### src/rtl/rsas_pkg.sv
// Shared constants, codes and types for the rotated sorted array search block.
package rsas_pkg;

  localparam int DEPTH  = 1024;
  localparam int ADDR_W = 10;
  localparam int LEN_W  = 11;
  localparam int DATA_W = 32;
  // Signed search bounds: hi may drop to -1 and lo may reach DEPTH.
  localparam int BND_W  = 12;

  localparam logic OP_WRITE  = 1'b0;
  localparam logic OP_SEARCH = 1'b1;

  // Byte address of the array_length register.
  localparam logic [2:0] REG_ARRAY_LENGTH = 3'd0;

  typedef struct packed {
    logic              we;
    logic [ADDR_W-1:0] waddr;
    logic [DATA_W-1:0] wdata;
    logic [ADDR_W-1:0] raddr_a;
    logic [ADDR_W-1:0] raddr_b;
  } mem_req_t;

  typedef enum logic [5:0] {
    S_IDLE   = 6'b000001,
    S_PROBE  = 6'b000010,
    S_EVAL   = 6'b000100,
    S_HIRD   = 6'b001000,
    S_HIEVAL = 6'b010000,
    S_DONE   = 6'b100000
  } state_t;

endpackage

### src/rtl/rsas_search.sv
// Search sequencer: accepts items, drives the element store and holds the result.
module rsas_search (
  input  logic                                clk,
  input  logic                                rst_n,
  input  logic [rsas_pkg::LEN_W-1:0]          cfg_len,
  input  logic                                in_valid,
  output logic                                in_ready,
  input  logic                                in_op,
  input  logic [rsas_pkg::ADDR_W-1:0]         in_index,
  input  logic signed [rsas_pkg::DATA_W-1:0]  in_value,
  output rsas_pkg::mem_req_t                  mem_req,
  input  logic signed [rsas_pkg::DATA_W-1:0]  rdata_a,
  input  logic signed [rsas_pkg::DATA_W-1:0]  rdata_b,
  output logic                                out_valid,
  input  logic                                out_ready,
  output logic                                out_found,
  output logic [rsas_pkg::ADDR_W-1:0]         out_pos
);

  rsas_pkg::state_t state_r, state_nxt;

  logic signed [rsas_pkg::BND_W-1:0]  lo_r, lo_nxt;
  logic signed [rsas_pkg::BND_W-1:0]  hi_r, hi_nxt;
  logic signed [rsas_pkg::BND_W-1:0]  mid_r, mid_nxt;
  logic signed [rsas_pkg::DATA_W-1:0] tgt_r, tgt_nxt;
  logic                               found_r, found_nxt;
  logic [rsas_pkg::ADDR_W-1:0]        pos_r, pos_nxt;
  logic                               out_valid_r, out_valid_nxt;
  logic                               out_found_r, out_found_nxt;
  logic [rsas_pkg::ADDR_W-1:0]        out_pos_r, out_pos_nxt;

  logic [rsas_pkg::LEN_W-1:0]         len;
  logic signed [rsas_pkg::BND_W-1:0]  span;
  logic signed [rsas_pkg::BND_W-1:0]  mid_c;
  logic                               accept;

  assign in_ready  = (state_r == rsas_pkg::S_IDLE);
  assign accept    = in_valid && in_ready;
  assign out_valid = out_valid_r;
  assign out_found = out_found_r;
  assign out_pos   = out_pos_r;

  always_comb begin
    len = (cfg_len > rsas_pkg::LEN_W'(rsas_pkg::DEPTH)) ?
          rsas_pkg::LEN_W'(rsas_pkg::DEPTH) : cfg_len;
    span  = hi_r - lo_r;
    mid_c = lo_r + (span >>> 1);
  end

  always_comb begin
    mem_req.we      = accept && (in_op == rsas_pkg::OP_WRITE);
    mem_req.waddr   = in_index;
    mem_req.wdata   = in_value;
    mem_req.raddr_a = (state_r == rsas_pkg::S_HIRD) ? hi_r[rsas_pkg::ADDR_W-1:0]
                                                    : mid_c[rsas_pkg::ADDR_W-1:0];
    mem_req.raddr_b = lo_r[rsas_pkg::ADDR_W-1:0];
  end

  always_comb begin
    state_nxt     = state_r;
    lo_nxt        = lo_r;
    hi_nxt        = hi_r;
    mid_nxt       = mid_r;
    tgt_nxt       = tgt_r;
    found_nxt     = found_r;
    pos_nxt       = pos_r;
    out_valid_nxt = out_valid_r && !out_ready;
    out_found_nxt = out_found_r;
    out_pos_nxt   = out_pos_r;

    unique case (state_r)
      rsas_pkg::S_IDLE: begin
        if (accept && (in_op == rsas_pkg::OP_SEARCH)) begin
          tgt_nxt   = in_value;
          lo_nxt    = '0;
          hi_nxt    = $signed({1'b0, len}) - rsas_pkg::BND_W'(1);
          state_nxt = rsas_pkg::S_PROBE;
        end
      end
      rsas_pkg::S_PROBE: begin
        if (lo_r > hi_r) begin
          found_nxt = 1'b0;
          pos_nxt   = '0;
          state_nxt = rsas_pkg::S_DONE;
        end else begin
          mid_nxt   = mid_c;
          state_nxt = rsas_pkg::S_EVAL;
        end
      end
      rsas_pkg::S_EVAL: begin
        // rdata_a holds the middle entry, rdata_b the low entry.
        state_nxt = rsas_pkg::S_PROBE;
        if (rdata_a == tgt_r) begin
          found_nxt = 1'b1;
          pos_nxt   = mid_r[rsas_pkg::ADDR_W-1:0];
          state_nxt = rsas_pkg::S_DONE;
        end else if (rdata_b <= rdata_a) begin
          if (rdata_a < tgt_r) begin
            lo_nxt = mid_r + rsas_pkg::BND_W'(1);
          end else if (rdata_b <= tgt_r) begin
            hi_nxt = mid_r - rsas_pkg::BND_W'(1);
          end else begin
            lo_nxt = mid_r + rsas_pkg::BND_W'(1);
          end
        end else if (tgt_r < rdata_a) begin
          hi_nxt = mid_r - rsas_pkg::BND_W'(1);
        end else begin
          // Right half is sorted; its top entry decides.
          state_nxt = rsas_pkg::S_HIRD;
        end
      end
      rsas_pkg::S_HIRD: begin
        state_nxt = rsas_pkg::S_HIEVAL;
      end
      rsas_pkg::S_HIEVAL: begin
        if (tgt_r <= rdata_a) begin
          lo_nxt = mid_r + rsas_pkg::BND_W'(1);
        end else begin
          hi_nxt = mid_r - rsas_pkg::BND_W'(1);
        end
        state_nxt = rsas_pkg::S_PROBE;
      end
      rsas_pkg::S_DONE: begin
        if (!out_valid_r || out_ready) begin
          out_valid_nxt = 1'b1;
          out_found_nxt = found_r;
          out_pos_nxt   = pos_r;
          state_nxt     = rsas_pkg::S_IDLE;
        end
      end
      default: begin
        state_nxt = rsas_pkg::S_IDLE;
      end
    endcase
  end

  always_ff @(posedge clk) begin
    if (!rst_n) begin
      state_r     <= rsas_pkg::S_IDLE;
      out_valid_r <= 1'b0;
    end else begin
      state_r     <= state_nxt;
      out_valid_r <= out_valid_nxt;
    end
    lo_r        <= lo_nxt;
    hi_r        <= hi_nxt;
    mid_r       <= mid_nxt;
    tgt_r       <= tgt_nxt;
    found_r     <= found_nxt;
    pos_r       <= pos_nxt;
    out_found_r <= out_found_nxt;
    out_pos_r   <= out_pos_nxt;
  end

endmodule

### config.mk
export PLATFORM = sky130hd
export DESIGN_NAME = rsas_search
export DESIGN_NICKNAME = d
export VERILOG_FILES = /design/src/rtl/rsas_pkg.sv /design/src/rtl/rsas_search.sv
export SDC_FILE = /design/constraint.sdc
export NUM_CORES = 1
export LEC_CHECK = 0
export ABC_CLOCK_PERIOD_IN_PS = 4100
export BUFFER_PORTS_ARGS = -buffer_cell sky130_fd_sc_hd__buf_2
export CAP_MARGIN = 10
export CORE_UTILIZATION = 50
export CTS_CLUSTER_DIAMETER = 30
export DETAILED_ROUTE_END_ITERATION = 10
export GPL_TIMING_DRIVEN = 0
export MAX_ROUTING_LAYER = met4
export PLACE_DENSITY = 0.73
export SLEW_MARGIN = 25
export SYNTH_ARGS = -nofsm -noshare
export SYNTH_HDL_FRONTEND = slang
export SYNTH_SLANG_ARGS = --single-unit
### constraint.sdc
create_clock -name clk -period 4.1 [get_ports clk]
set_input_delay 0.205 -clock clk [delete_from_list [all_inputs] [get_ports clk]]
set_output_delay 0.205 -clock clk [all_outputs]
set_load 0.01 [all_outputs]
* Word level (Yosys, flattened, before mapping)
Index checks and enable logic that the tools add are counted.
** Storage, ports and cells
- Word-level logic and storage cells :: 91
- Output and inout bits :: 76
- Bits in registers :: 97
- Bits of input ports :: 122
** Cells by class
- $add $sub $neg :: 5
- Bitwise logic cells :: 2
- Muxes and demuxes :: 32
- Equal/unequal tests :: 19
- Reductions and logical operators :: 16
- Order comparisons :: 7
** Operators by type and width (number)
- $mux 12 :: 13
- $le 32x32->1 :: 3
- $pmux 12 s3 :: 2
- $lt 32x32->1 :: 2
- $pmux 6 s6 :: 1
- $eq 32x32->1 :: 1
- $mux 10 :: 3
- $mux 6 :: 4
- $pmux 10 s2 :: 1
- $ne 2x2->1 const B :: 7
- $add 12x11->12 :: 1
- $add 12x2->12 const B :: 1
- $gt 12x12->1 :: 1
- $ne 3x3->1 const B :: 4
- $sub 11x1->12 const B :: 1
- $sub 12x12->12 :: 1
- $sub 12x2->12 const B :: 1
- $gt 11x11->1 const B :: 1
- $mux 11 :: 1
- $mux 4 :: 2
- $reduce_and 2->1 :: 4
- $reduce_and 7->1 :: 1
- $eq 6x1->1 const B :: 1
- $eq 6x2->1 const B :: 1
- 15 further kinds :: 23

* Depth between registers and ports, before layout
Gate-level depths: netlist of run 1.
- Word-level depth :: 6
- Depth in mapped cells :: 15
- Mapped depth without buffers :: 15

* Worst setup path before layout of run 1
No wires, ideal clock.
- Kind :: reg-to-reg
- From :: register lo_r[1] in the netlist's numbering
- To :: register mid_r[11] in the netlist's numbering, data pin
- Data arrival time :: 3.193 ns
- Buffers on the path :: 0
- Period minus slack after synthesis :: 3.460 ns
- Cell stages (with the launch flop) :: 12
- Slack :: 0.640 ns
- Setup time :: 0.268 ns
- Path through :: edfxtp_1 -> fa_1 -> xnor2_1 -> ha_1 -> a21o_1 -> a21oi_2 -> nor2b_1 -> or4_1 -> nor4b_1 -> or3_1 -> a21oi_2 -> xnor3_1
** On the way
- Longest elaborated chain between the ends :: 2
** Ends and longest elaborated chain
- start: declaration :: line rsas_search.sv:22 : logic signed [rsas_pkg::BND_W-1:0] lo_r, lo_nxt;
- start signal: assignment :: line rsas_search.sv:145 : lo_r <= lo_nxt;
- $sub 12x12->12 :: line rsas_search.sv:46 : span = hi_r - lo_r;
- $add 12x11->12 * :: line rsas_search.sv:47 : mid_c = lo_r + (span >>> 1);
- net mid_c (one bit) :: line rsas_search.sv:34 : logic signed [rsas_pkg::BND_W-1:0] mid_c;
- end signal: assignment :: line rsas_search.sv:147 : mid_r <= mid_nxt;
- end: declaration :: line rsas_search.sv:24 : logic signed [rsas_pkg::BND_W-1:0] mid_r, mid_nxt;
Mark *: on every way through the listed nets, which the timed path passes. The rest lies on a longest branch.
A chain may end at the register's enable or synchronous reset.

==> results.sh, run 1 <==
export IMPL_status="completed"
export IMPL_peakVddDrop_mv=0.482
export IMPL_synth_ff_type="edfxtp_1"
export IMPL_drv_slew=0
export IMPL_timing_critical_path_cells="buf_4, fa_2, nor2b_1, o21ai_1, nor2b_1, xnor2_1, ha_1, nor2b_1, or4_4, a31oi_4, o21ai_1, xnor2_1, buf_4, mux2_4, buf_2"
export IMPL_r2r_slack_ps=340
export IMPL_tightest_slew_ps=881
export IMPL_io_pins=198
export IMPL_finalHoldViolCount=0
export IMPL_grtUsageTotal=0.233
export IMPL_hp_class="in -> reg"
export IMPL_ff2ff_path_depth=13
export IMPL_viasPerCell=5.26
export IMPL_p_total_uw=6100
export IMPL_gp_congestion=0.881
export IMPL_power_density_mw_per_mm2=652
export IMPL_start_kind="flip-flop"
export IMPL_dr_pass1_iters=5
export IMPL_synth_simple_area_share=0.140
export IMPL_synth_async_reset_ratio=0
export IMPL_slowest_stage="or4_4"
export IMPL_design_area_mm2=0.00936
export IMPL_crit_fanout=3
export IMPL_path_class="reg -> out"
export IMPL_cts_path_max_buffers=2
export IMPL_synth_compound_area_frac=0.117
export IMPL_rsz0062_at_grt="yes"
export IMPL_r2r_end="mid_r[11]"
export IMPL_worst_endpoint_arrival_ps=3790
export IMPL_antenna_found_initial=0
export IMPL_htree_levels=3
export IMPL_crit_family="simple AND/OR/NAND/NOR gates"
export IMPL_grt_pass1_wl_um=28100
export IMPL_drcViolationCount=0
export IMPL_ys_seq_area_frac=0.368
export IMPL_drt_iter0_drc=323
export IMPL_synthMuxAreaShare=0.0159
export IMPL_cts_buffers=9
export IMPL_synth_edf_count=90
export IMPL_cp_required_ps=3890
export IMPL_grt_ovfl_total=0
export IMPL_synth_cell_types=57
export IMPL_worstSetupEndpointType="output port"
export IMPL_clk_pin_slew_worst_paths_ps=80
export IMPL_synth_warnings=0
export IMPL_netlist_area_mm2=0.00772
export IMPL_portBuffers=187
export IMPL_period_share=0.975
export IMPL_slowest_delay_ps=450
export IMPL_clock_latency_ps=360
export IMPL_setup_viol=0
export IMPL_fp_dieArea_mm2=0.0159
export IMPL_ys_seq_elements=97
export IMPL_cp_common_cell="nor2b_1"
export IMPL_drive_above_1_share=0.290
export IMPL_num_vias=6278
export IMPL_cts_root_buf="clkbuf_16"
export IMPL_synth_xor_area_frac=0.0528
export IMPL_grt_pass1_vias=5875
export IMPL_hp_start="in_value[5]"
export IMPL_r2r_start="lo_r[1]"
export IMPL_routedWlPerCell_um=14.7
export IMPL_relSlewSlack=0.405
export IMPL_clock_sinks=97
export IMPL_synth_fa_ha_area_frac=0.203
export IMPL_rows=45
export IMPL_min_period_ps=4000
export IMPL_core_area_mm2=0.0151
export IMPL_grt_max_degree=24
export IMPL_finalWirelength_um=17600
export IMPL_maxCapViolCount=0
export IMPL_timing_fmax_mhz=250
export IMPL_skew_ps=8.30
export IMPL_fp_dieH_um=126
export IMPL_syn_to_final_growth_pct=21.2
export IMPL_synth_fp_nets=1040
export IMPL_initial_utilization=0.510
export IMPL_nets=1246
export IMPL_hpwlAfterDp_um=14300
export IMPL_cts_tree="yes"
export IMPL_syn_avg_cell_area_um2=9.72
export IMPL_postPlaceCellArea_mm2=0.00896
export IMPL_antennaDiodeCount=0
export IMPL_die_w_um=126
export IMPL_crit_buf_inv=3
export IMPL_synth_top_family_by_area="adder cells"
export IMPL_min_to="tgt_r[5]"
export IMPL_final_antenna_net_count=0
export IMPL_synthCells=794
export IMPL_whs_path_depth=1
export IMPL_p_leak_uw=0.00449
-- worst max-delay path by stage --
stage | from | end | slack, ps | cells after the start
global placement | tgt_r[23] | lo_r[4] | -480 | 9
detailed placement | lo_r[2] | pos_r[6] | 30 | 9
CTS | lo_r[0] | mem_req[19] | -40 | 14
global route | lo_r[1] | mem_req[19] | -50 | 15
floorplan | lo_r[1] | mid_r[11] | 640 | 11
finish | lo_r[1] | mem_req[19] | 100 | 15
-- layout make-up --
type | count | area, um2
buffer | 65 | 439
clock buffer | 9 | 225
clock inverter | 7 | 83.8
fill | 1328 | 5790
inverter | 96 | 360
multi-input combinational | 536 | 4160
sequential | 97 | 2840
tap | 188 | 235
timing repair buffer | 195 | 1020
-- kinds of logic after synthesis --
group / count (synthesis)
compound gates: 147
fa+ha+maj: 124
xor+xnor: 45
mux: 11
flops: 97
simple gates: 209
buf+inv: 161
-- per-layer routing --
metal / vias to the layer above / global-route usage / part of all wire
met5: - / - / 0
met4: 0 / 0.0617 / 0.016
met3: 21 / 0.0421 / 0.062
met2: 203 / 0.375 / 0.45
met1: 2849 / 0.302 / 0.47
li1: 3205 / - / -
-- sequential cells by signal, indices dropped and copies added, names as in the netlist --
register / flops
hi_r: 12
mid_r: 12
lo_r: 12
out_valid: 1
state_r: 6
out_found: 1
pos_r: 10
out_pos: 10
tgt_r: 32
found_r: 1
-- cell usage in the layout (no fill, tap or decap), types with 4 or more instances in the layout --
| master | Yosys | final |
|---|---|---|
| a21o_1 | 11 | 11 |
| xnor2_1 | 26 | 25 |
| nand3b_1 | 5 | 5 |
| clkbuf_16 | 0 | 9 |
| nor2_1 | 41 | 41 |
| nand3_1 | 28 | 28 |
| and2_1 | 14 | 14 |
| nand2_1 | 44 | 44 |
| inv_1 | 96 | 96 |
| nand4_1 | 16 | 16 |
| and3b_1 | 4 | 4 |
| xor2_1 | 18 | 18 |
| ha_1 | 122 | 122 |
| dfxtp_1 | 7 | 7 |
| and3_1 | 7 | 6 |
| buf_2 | 0 | 187 |
| o21bai_1 | 5 | 5 |
| buf_4 | 52 | 57 |
| nand2b_1 | 7 | 7 |
| edfxtp_1 | 90 | 90 |
| a21oi_1 | 59 | 55 |
| a31oi_1 | 5 | 4 |
| nor2b_1 | 9 | 9 |
| a21oi_2 | 2 | 6 |
| nor4_1 | 6 | 6 |
| mux2_2 | 10 | 9 |
| clkbuf_1 | 12 | 12 |
| o21ai_0 | 31 | 29 |
| nor3_1 | 14 | 14 |
-- per-stage QoR --
step / instances / setup TNS, ps / setup WS [ps] / hold slack, ps / utilization
6_report: 1193 / 0 / 101 / 29.5 / 0.618
3_5_place_dp: 1172 / 0 / 27.4 / 398 / 0.591
3_3_place_gp: 1169 / -9580 / -480 / 396 / 0.587
5_1_grt: 1193 / -54.6 / -54.6 / 21.8 / 0.618
2_1_floorplan: 794 / 0 / 640 / 281 / -
4_1_cts: 1188 / -37.2 / -37.2 / 22.0 / 0.613
-- synth_stat cells, types with 2 or more instances --
cell type	count	area, um2
ha_1	122	1530
inv_1	96	360
edfxtp_1	90	2700
a21oi_1	59	295
buf_4	52	390
nand2_1	44	165
nor2_1	41	154
o21ai_0	31	155
nand3_1	28	140
xnor2_1	26	228
xor2_1	18	158
nand4_1	16	100
and2_1	14	87.6
nor3_1	14	70.1
clkbuf_1	12	45.0
a21o_1	11	82.6
mux2_2	10	113
nor2b_1	9	56.3
and3_1	7	43.8
dfxtp_1	7	140
nand2b_1	7	43.8
nor4_1	6	37.5
a31oi_1	5	31.3
nand3b_1	5	37.5
o21bai_1	5	37.5
and3b_1	4	35.0
or4_1	4	30.0
a211oi_1	3	22.5
a221oi_1	3	26.3
a22oi_1	3	22.5
and4_1	3	26.3
o211ai_1	3	22.5
o21a_1	3	22.5
o22ai_1	3	18.8
a21oi_2	2	17.5
fa_1	2	40.0
nor4b_1	2	17.5
o31a_1	2	17.5
o31ai_1	2	15.0
o41ai_1	2	17.5
or3_1	2	12.5
-- power by group --
group / switching, uW / internal, uW
combinational: 1910 / 1790
clock: 434 / 439
sequential: 110 / 1410
-- what timing repair did --
item,CTS,global route
setup endpoints to repair,12,4
resized for setup,4,9
hold buffers,0,0
pin swaps,1,2
setup buffers,0,5
gates cloned,0,0
No activity file was read; power rests on OpenSTA's default activity.
==> run 2: changes to the inputs <==
--- a/config.mk
+++ b/config.mk
@@ -5,15 +5,14 @@
 export SDC_FILE = /design/constraint.sdc
 export NUM_CORES = 1
 export LEC_CHECK = 0
-export ABC_CLOCK_PERIOD_IN_PS = 4100
+export ABC_CLOCK_PERIOD_IN_PS = 3200
 export BUFFER_PORTS_ARGS = -buffer_cell sky130_fd_sc_hd__buf_2
 export CAP_MARGIN = 10
-export CORE_UTILIZATION = 50
+export CORE_UTILIZATION = 49
 export CTS_CLUSTER_DIAMETER = 30
 export DETAILED_ROUTE_END_ITERATION = 10
 export GPL_TIMING_DRIVEN = 0
-export MAX_ROUTING_LAYER = met4
-export PLACE_DENSITY = 0.73
+export PLACE_DENSITY = 0.75
 export SLEW_MARGIN = 25
 export SYNTH_ARGS = -nofsm -noshare
 export SYNTH_HDL_FRONTEND = slang
==> constraint.sdc (replaced) <==
create_clock -name clk -period 3.2 [get_ports clk]
set_input_delay 0.16 -clock clk [delete_from_list [all_inputs] [get_ports clk]]
set_output_delay 0.16 -clock clk [all_outputs]
set_load 0.01 [all_outputs]
==> results.sh, run 2 (synthesis results as in run 1) <==
export IMPL_status="finished with violations"
export IMPL_violations="setup timing"
export IMPL_clock_sinks=97
export IMPL_finalHoldViolCount=0
export IMPL_min_period_ps=3850
export IMPL_period_share=1.20
export IMPL_worst_slack_ps=-651
export IMPL_finalWirelength_um=19100
export IMPL_portBuffers=187
export IMPL_tightest_slew_ps=848
export IMPL_crit_fanout=4
export IMPL_path_class="reg -> out"
export IMPL_hpwlAfterDp_um=14800
export IMPL_gp_congestion=0.929
export IMPL_die_w_um=128
export IMPL_hp_class="in -> reg"
export IMPL_htree_levels=3
export IMPL_largest_reg_flops=32
export IMPL_clk_pin_slew_worst_paths_ps=70
export IMPL_drcViolationCount=0
export IMPL_num_vias=6511
export IMPL_grt_pass1_vias=6419
export IMPL_antennaDiodeCount=0
export IMPL_peakVddDrop_mv=0.546
export IMPL_layout_commonest_cell="buf_2"
export IMPL_io_pins=198
export IMPL_cts_root_buf="clkbuf_16"
export IMPL_routedWlPerCell_um=15.3
export IMPL_drive_above_1_share=0.305
export IMPL_power_density_mw_per_mm2=904
export IMPL_skew_ps=11.9
export IMPL_cts_buffers=9
export IMPL_hold_slack_ps=5.44
export IMPL_largest_register="tgt_r"
export IMPL_grt_ovfl_total=0
export IMPL_timing_fmax_mhz=260
export IMPL_drv_slew=0
export IMPL_final_cell_mix="182 x buf_2, 121 x ha_1, 96 x inv_1, 90 x edfxtp_1, 71 x buf_4"
export IMPL_cp_required_ps=3040
export IMPL_fp_dieH_um=128
export IMPL_setup_viol=9
export IMPL_core_area_mm2=0.0153
export IMPL_clock_latency_ps=350
export IMPL_syn_to_final_growth_pct=27.2
export IMPL_final_core_util=0.641
export IMPL_grt_pass1_wl_um=30600
export IMPL_start_kind="flip-flop"
export IMPL_fp_dieArea_mm2=0.0163
export IMPL_maxCapViolCount=0
export IMPL_grtUsageTotal=0.242
export IMPL_drt_iter0_drc=383
export IMPL_final_antenna_net_count=0
export IMPL_worst_endpoint_arrival_ps=3690
export IMPL_antenna_found_initial=0
export IMPL_viasPerCell=5.21
export IMPL_cts_tree="yes"
export IMPL_worstSetupEndpointType="output port"
export IMPL_r2r_slack_ps=-460
export IMPL_initial_utilization=0.504
export IMPL_relSlewSlack=0.433
export IMPL_cts_path_max_buffers=2
export IMPL_rows=45
export IMPL_rsz0062_at_grt="yes"
export IMPL_p_leak_uw=0.00470
export IMPL_dr_pass1_iters=4
export IMPL_grt_max_degree=20
export IMPL_nets=1280
[run 2: worst max-delay path: stages, from the launching register on]
cell	delay (ps)
edfxtp_1	430
buf_4	170
fa_2	400
nor2b_1	120
o21ai_1	80
nor2b_2	160
xnor2_1	120
ha_1	290
nor2b_4	140
or4_4	550
a31oi_4	210
o21ai_2	80
xnor2_1	170
mux2_4	290
buf_6	120
[run 2: power breakdown]
part	leakage, uW	internal (uW)	switching (uW)	total, uW
clock network	0.000140	543	524	1070
registers	0.000907	1800	148	1950
logic	0.00365	3000	2850	5850
total	0.00470	5350	3520	8870
[run 2: area by class of cell]
type	instances	area [um2]
plain buffers	65	439
clock buffers	10	229
clock inverters	6	51.3
fillers	1279	5500
inverters	96	360
multi-input cells	537	4270
flip-flops and latches	97	2840
well taps	211	264
repair buffers	228	1360
[run 2: through the flow]
step           setup slack, ps  cells  setup TNS (ps)  power (uW)  area, um2
4_1_cts                   -602   1245           -2490        8710       9750
3_3_place_gp              -699   1192          -22150        6320       8960
2_1_floorplan             -181    794            -191        5120       7760
3_5_place_dp              -520   1194          -16010        6430       9000
5_1_grt                   -742   1250           -4000        9420       9820
6_report                  -651   1250           -3020        8870       9820
[run 2: path summary, 6_finish.rpt]
check	from	endpoint	cells past startpoint
setup / recovery	lo_r[1]	mem_req[19]	14
hold / removal	in_value[0]	tgt_r[0]	1
setup reg to reg	lo_r[1]	mid_r[11]	13
hold reg to reg	pos_r[5]	out_pos[5]	0
[run 2: per-layer routing]
metal  share of wire  up-vias  GRT usage
met5               0        -          0
met4           0.023        0     0.0882
met3           0.057       36     0.0310
met2            0.46      239      0.404
met1            0.46     2961      0.321
li1                -     3275          -
[run 2: repair_timing]
item	CTS	global route
hold endpoints to repair	20	0
cloned	0	1
endpoints found under the setup margin	46	34
hold buffers	20	0
pin swaps	16	8
resized for setup	30	7
setup buffers	15	4
==> run 3: changes to the inputs <==
--- a/config.mk
+++ b/config.mk
@@ -12,7 +12,7 @@
 export CTS_CLUSTER_DIAMETER = 30
 export DETAILED_ROUTE_END_ITERATION = 10
 export GPL_TIMING_DRIVEN = 0
-export PLACE_DENSITY = 0.75
+export PLACE_DENSITY = 0.78
 export SLEW_MARGIN = 25
 export SYNTH_ARGS = -nofsm -noshare
 export SYNTH_HDL_FRONTEND = slang
==> results.sh, run 3 (synthesis results as in run 1) <==
export IMPL_status="finished with violations"
export IMPL_largest_register="tgt_r"
export IMPL_grt_ovfl_total=0
export IMPL_timing_fmax_mhz=266
export IMPL_num_fill_cells=1260
export IMPL_gp_congestion=0.896
export IMPL_design_area_mm2=0.00989
export IMPL_p_sw_frac=0.400
export IMPL_cts_root_buf="clkbuf_16"
export IMPL_layout_commonest_cell="buf_2"
export IMPL_antennaDiodeCount=0
export IMPL_clock_latency_ps=350
export IMPL_seq_area_mm2=0.00284
export IMPL_period_share=1.18
export IMPL_dr_pass1_iters=5
export IMPL_worst_endpoint_arrival_ps=3600
export IMPL_path_class="reg -> out"
export IMPL_drive_above_1_share=0.314
export IMPL_hpwlAfterDp_um=14800
export IMPL_grt_max_degree=29
export IMPL_nets=1285
export IMPL_p_total_uw=8760
export IMPL_relSlewSlack=0.446
export IMPL_io_pins=198
export IMPL_clk_pin_slew_worst_paths_ps=70
export IMPL_largest_reg_flops=32
export IMPL_worst_slack_ps=-564
export IMPL_cp_required_ps=3040
export IMPL_cts_buffers=9
export IMPL_instances_no_fill=1255
export IMPL_p_clk_frac=0.131
export IMPL_tightest_slew_ps=829
export IMPL_power_density_mw_per_mm2=885
export IMPL_viasPerCell=5.30
export IMPL_crit_fanout=2
export IMPL_portBuffers=187
export IMPL_violations="setup timing"
export IMPL_setup_viol=6
export IMPL_drv_slew=0
export IMPL_drt_iter0_drc=455
export IMPL_grt_pass1_vias=6268
export IMPL_start_kind="flip-flop"
export IMPL_drcViolationCount=0
export IMPL_fp_dieArea_mm2=0.0163
export IMPL_die_w_um=128
export IMPL_grt_pass1_wl_um=30200
export IMPL_htree_levels=3
export IMPL_grtUsageTotal=0.240
export IMPL_cts_tree="yes"
export IMPL_fp_dieH_um=128
export IMPL_final_cell_mix="186 x buf_2, 119 x ha_1, 96 x inv_1, 90 x edfxtp_1, 74 x buf_4"
export IMPL_cts_path_max_buffers=2
export IMPL_switching_power_uw=3510
export IMPL_tns_ps=-2240
export IMPL_num_vias=6648
export IMPL_min_period_ps=3760
export IMPL_postPlaceCellArea_mm2=0.00899
export IMPL_seqPwrFrac=0.223
export IMPL_initial_utilization=0.504
export IMPL_skew_ps=11.9
export IMPL_peakVddDrop_mv=0.610
export IMPL_p_leak_uw=0.00472
export IMPL_hp_class="in -> reg"
export IMPL_maxCapViolCount=0
export IMPL_multi_input_area_mm2=0.00429
export IMPL_rows=45
export IMPL_internal_power_uw=5250
export IMPL_final_antenna_net_count=0
export IMPL_clock_sinks=97
export IMPL_combinationalPowerShare=0.646
export IMPL_rsz0062_at_grt="yes"
export IMPL_routedWlPerCell_um=15.4
export IMPL_worstSetupEndpointType="output port"
export IMPL_finalHoldViolCount=0
export IMPL_finalWirelength_um=19300
export IMPL_core_area_mm2=0.0153
export IMPL_syn_to_final_growth_pct=28.1
export IMPL_antenna_found_initial=0
export IMPL_dp_cells=1194
==> run 3: final timing paths <==
path                     from           to  slack, ps  depth (start not counted)
setup / recovery      lo_r[0]  mem_req[17]       -560                         15
hold reg to reg      pos_r[5]   out_pos[5]        420                          0
hold / removal    in_value[1]     tgt_r[1]         10                          1
setup reg to reg      lo_r[0]    mid_r[11]       -460                         13
==> run 3: layout make-up <==
class                           instances  share of cell area
Timing Repair Buffer                  234               0.141
Multi-Input combinational cell        536               0.433
Clock inverter                          7             0.00835
Inverter                               96              0.0364
Sequential cell                        97               0.287
Clock buffer                            9              0.0228
Buffer                                 65              0.0444
Tap cell                              211              0.0267
==> run 3: power groups by stage <==
stage | Combinational, uW | Sequential (uW) | Clock [uW]
after global placement | 4300 | 1990 | 0
after global routing | 6110 | 1970 | 1210
after detailed placement | 4450 | 1990 | 0
after floorplan | 3190 | 1930 | 0
final | 5660 | 1950 | 1140
after CTS | 5230 | 1950 | 1160
==> run 3: critical path, stage by stage, from the launching register on <==
cell and delay [ps]:
edfxtp_1 400, nor2b_4 150, fa_2 380, nor2b_2 140
o21ai_2 70, nor2b_2 160, xnor2_1 160, ha_1 280
nor2b_4 140, or4_4 510, a31oi_4 180, buf_4 130
buf_6 90, xnor2_2 60, mux2_4 270, buf_6 120
==> run 3: what timing repair did <==
action | CTS | global route
setup buffers | 15 | 11
hold buffers | 19 | 0
hold endpoints to repair | 19 | 0
resized for setup | 26 | 13
pin swaps | 11 | 11
setup endpoints to repair | 46 | 46
gates cloned | 0 | 0
==> run 3: routing by layer <==
layer	up-vias	track usage	wire (um)
met5	-	0	0
met4	0	0.0735	408
met3	40	0.0293	1120
met2	239	0.404	9120
met1	3082	0.321	8690
li1	3287	-	-
==> run 3: metrics by stage <==
stage               setup slack [ps]  utilization  hold slack [ps]
CTS                             -609        0.637             1.88
detailed placement              -616        0.587              354
finish                          -564        0.646             11.0
global route                    -707        0.646             6.30
floorplan                       -181            -              236
global placement                -717        0.585              353
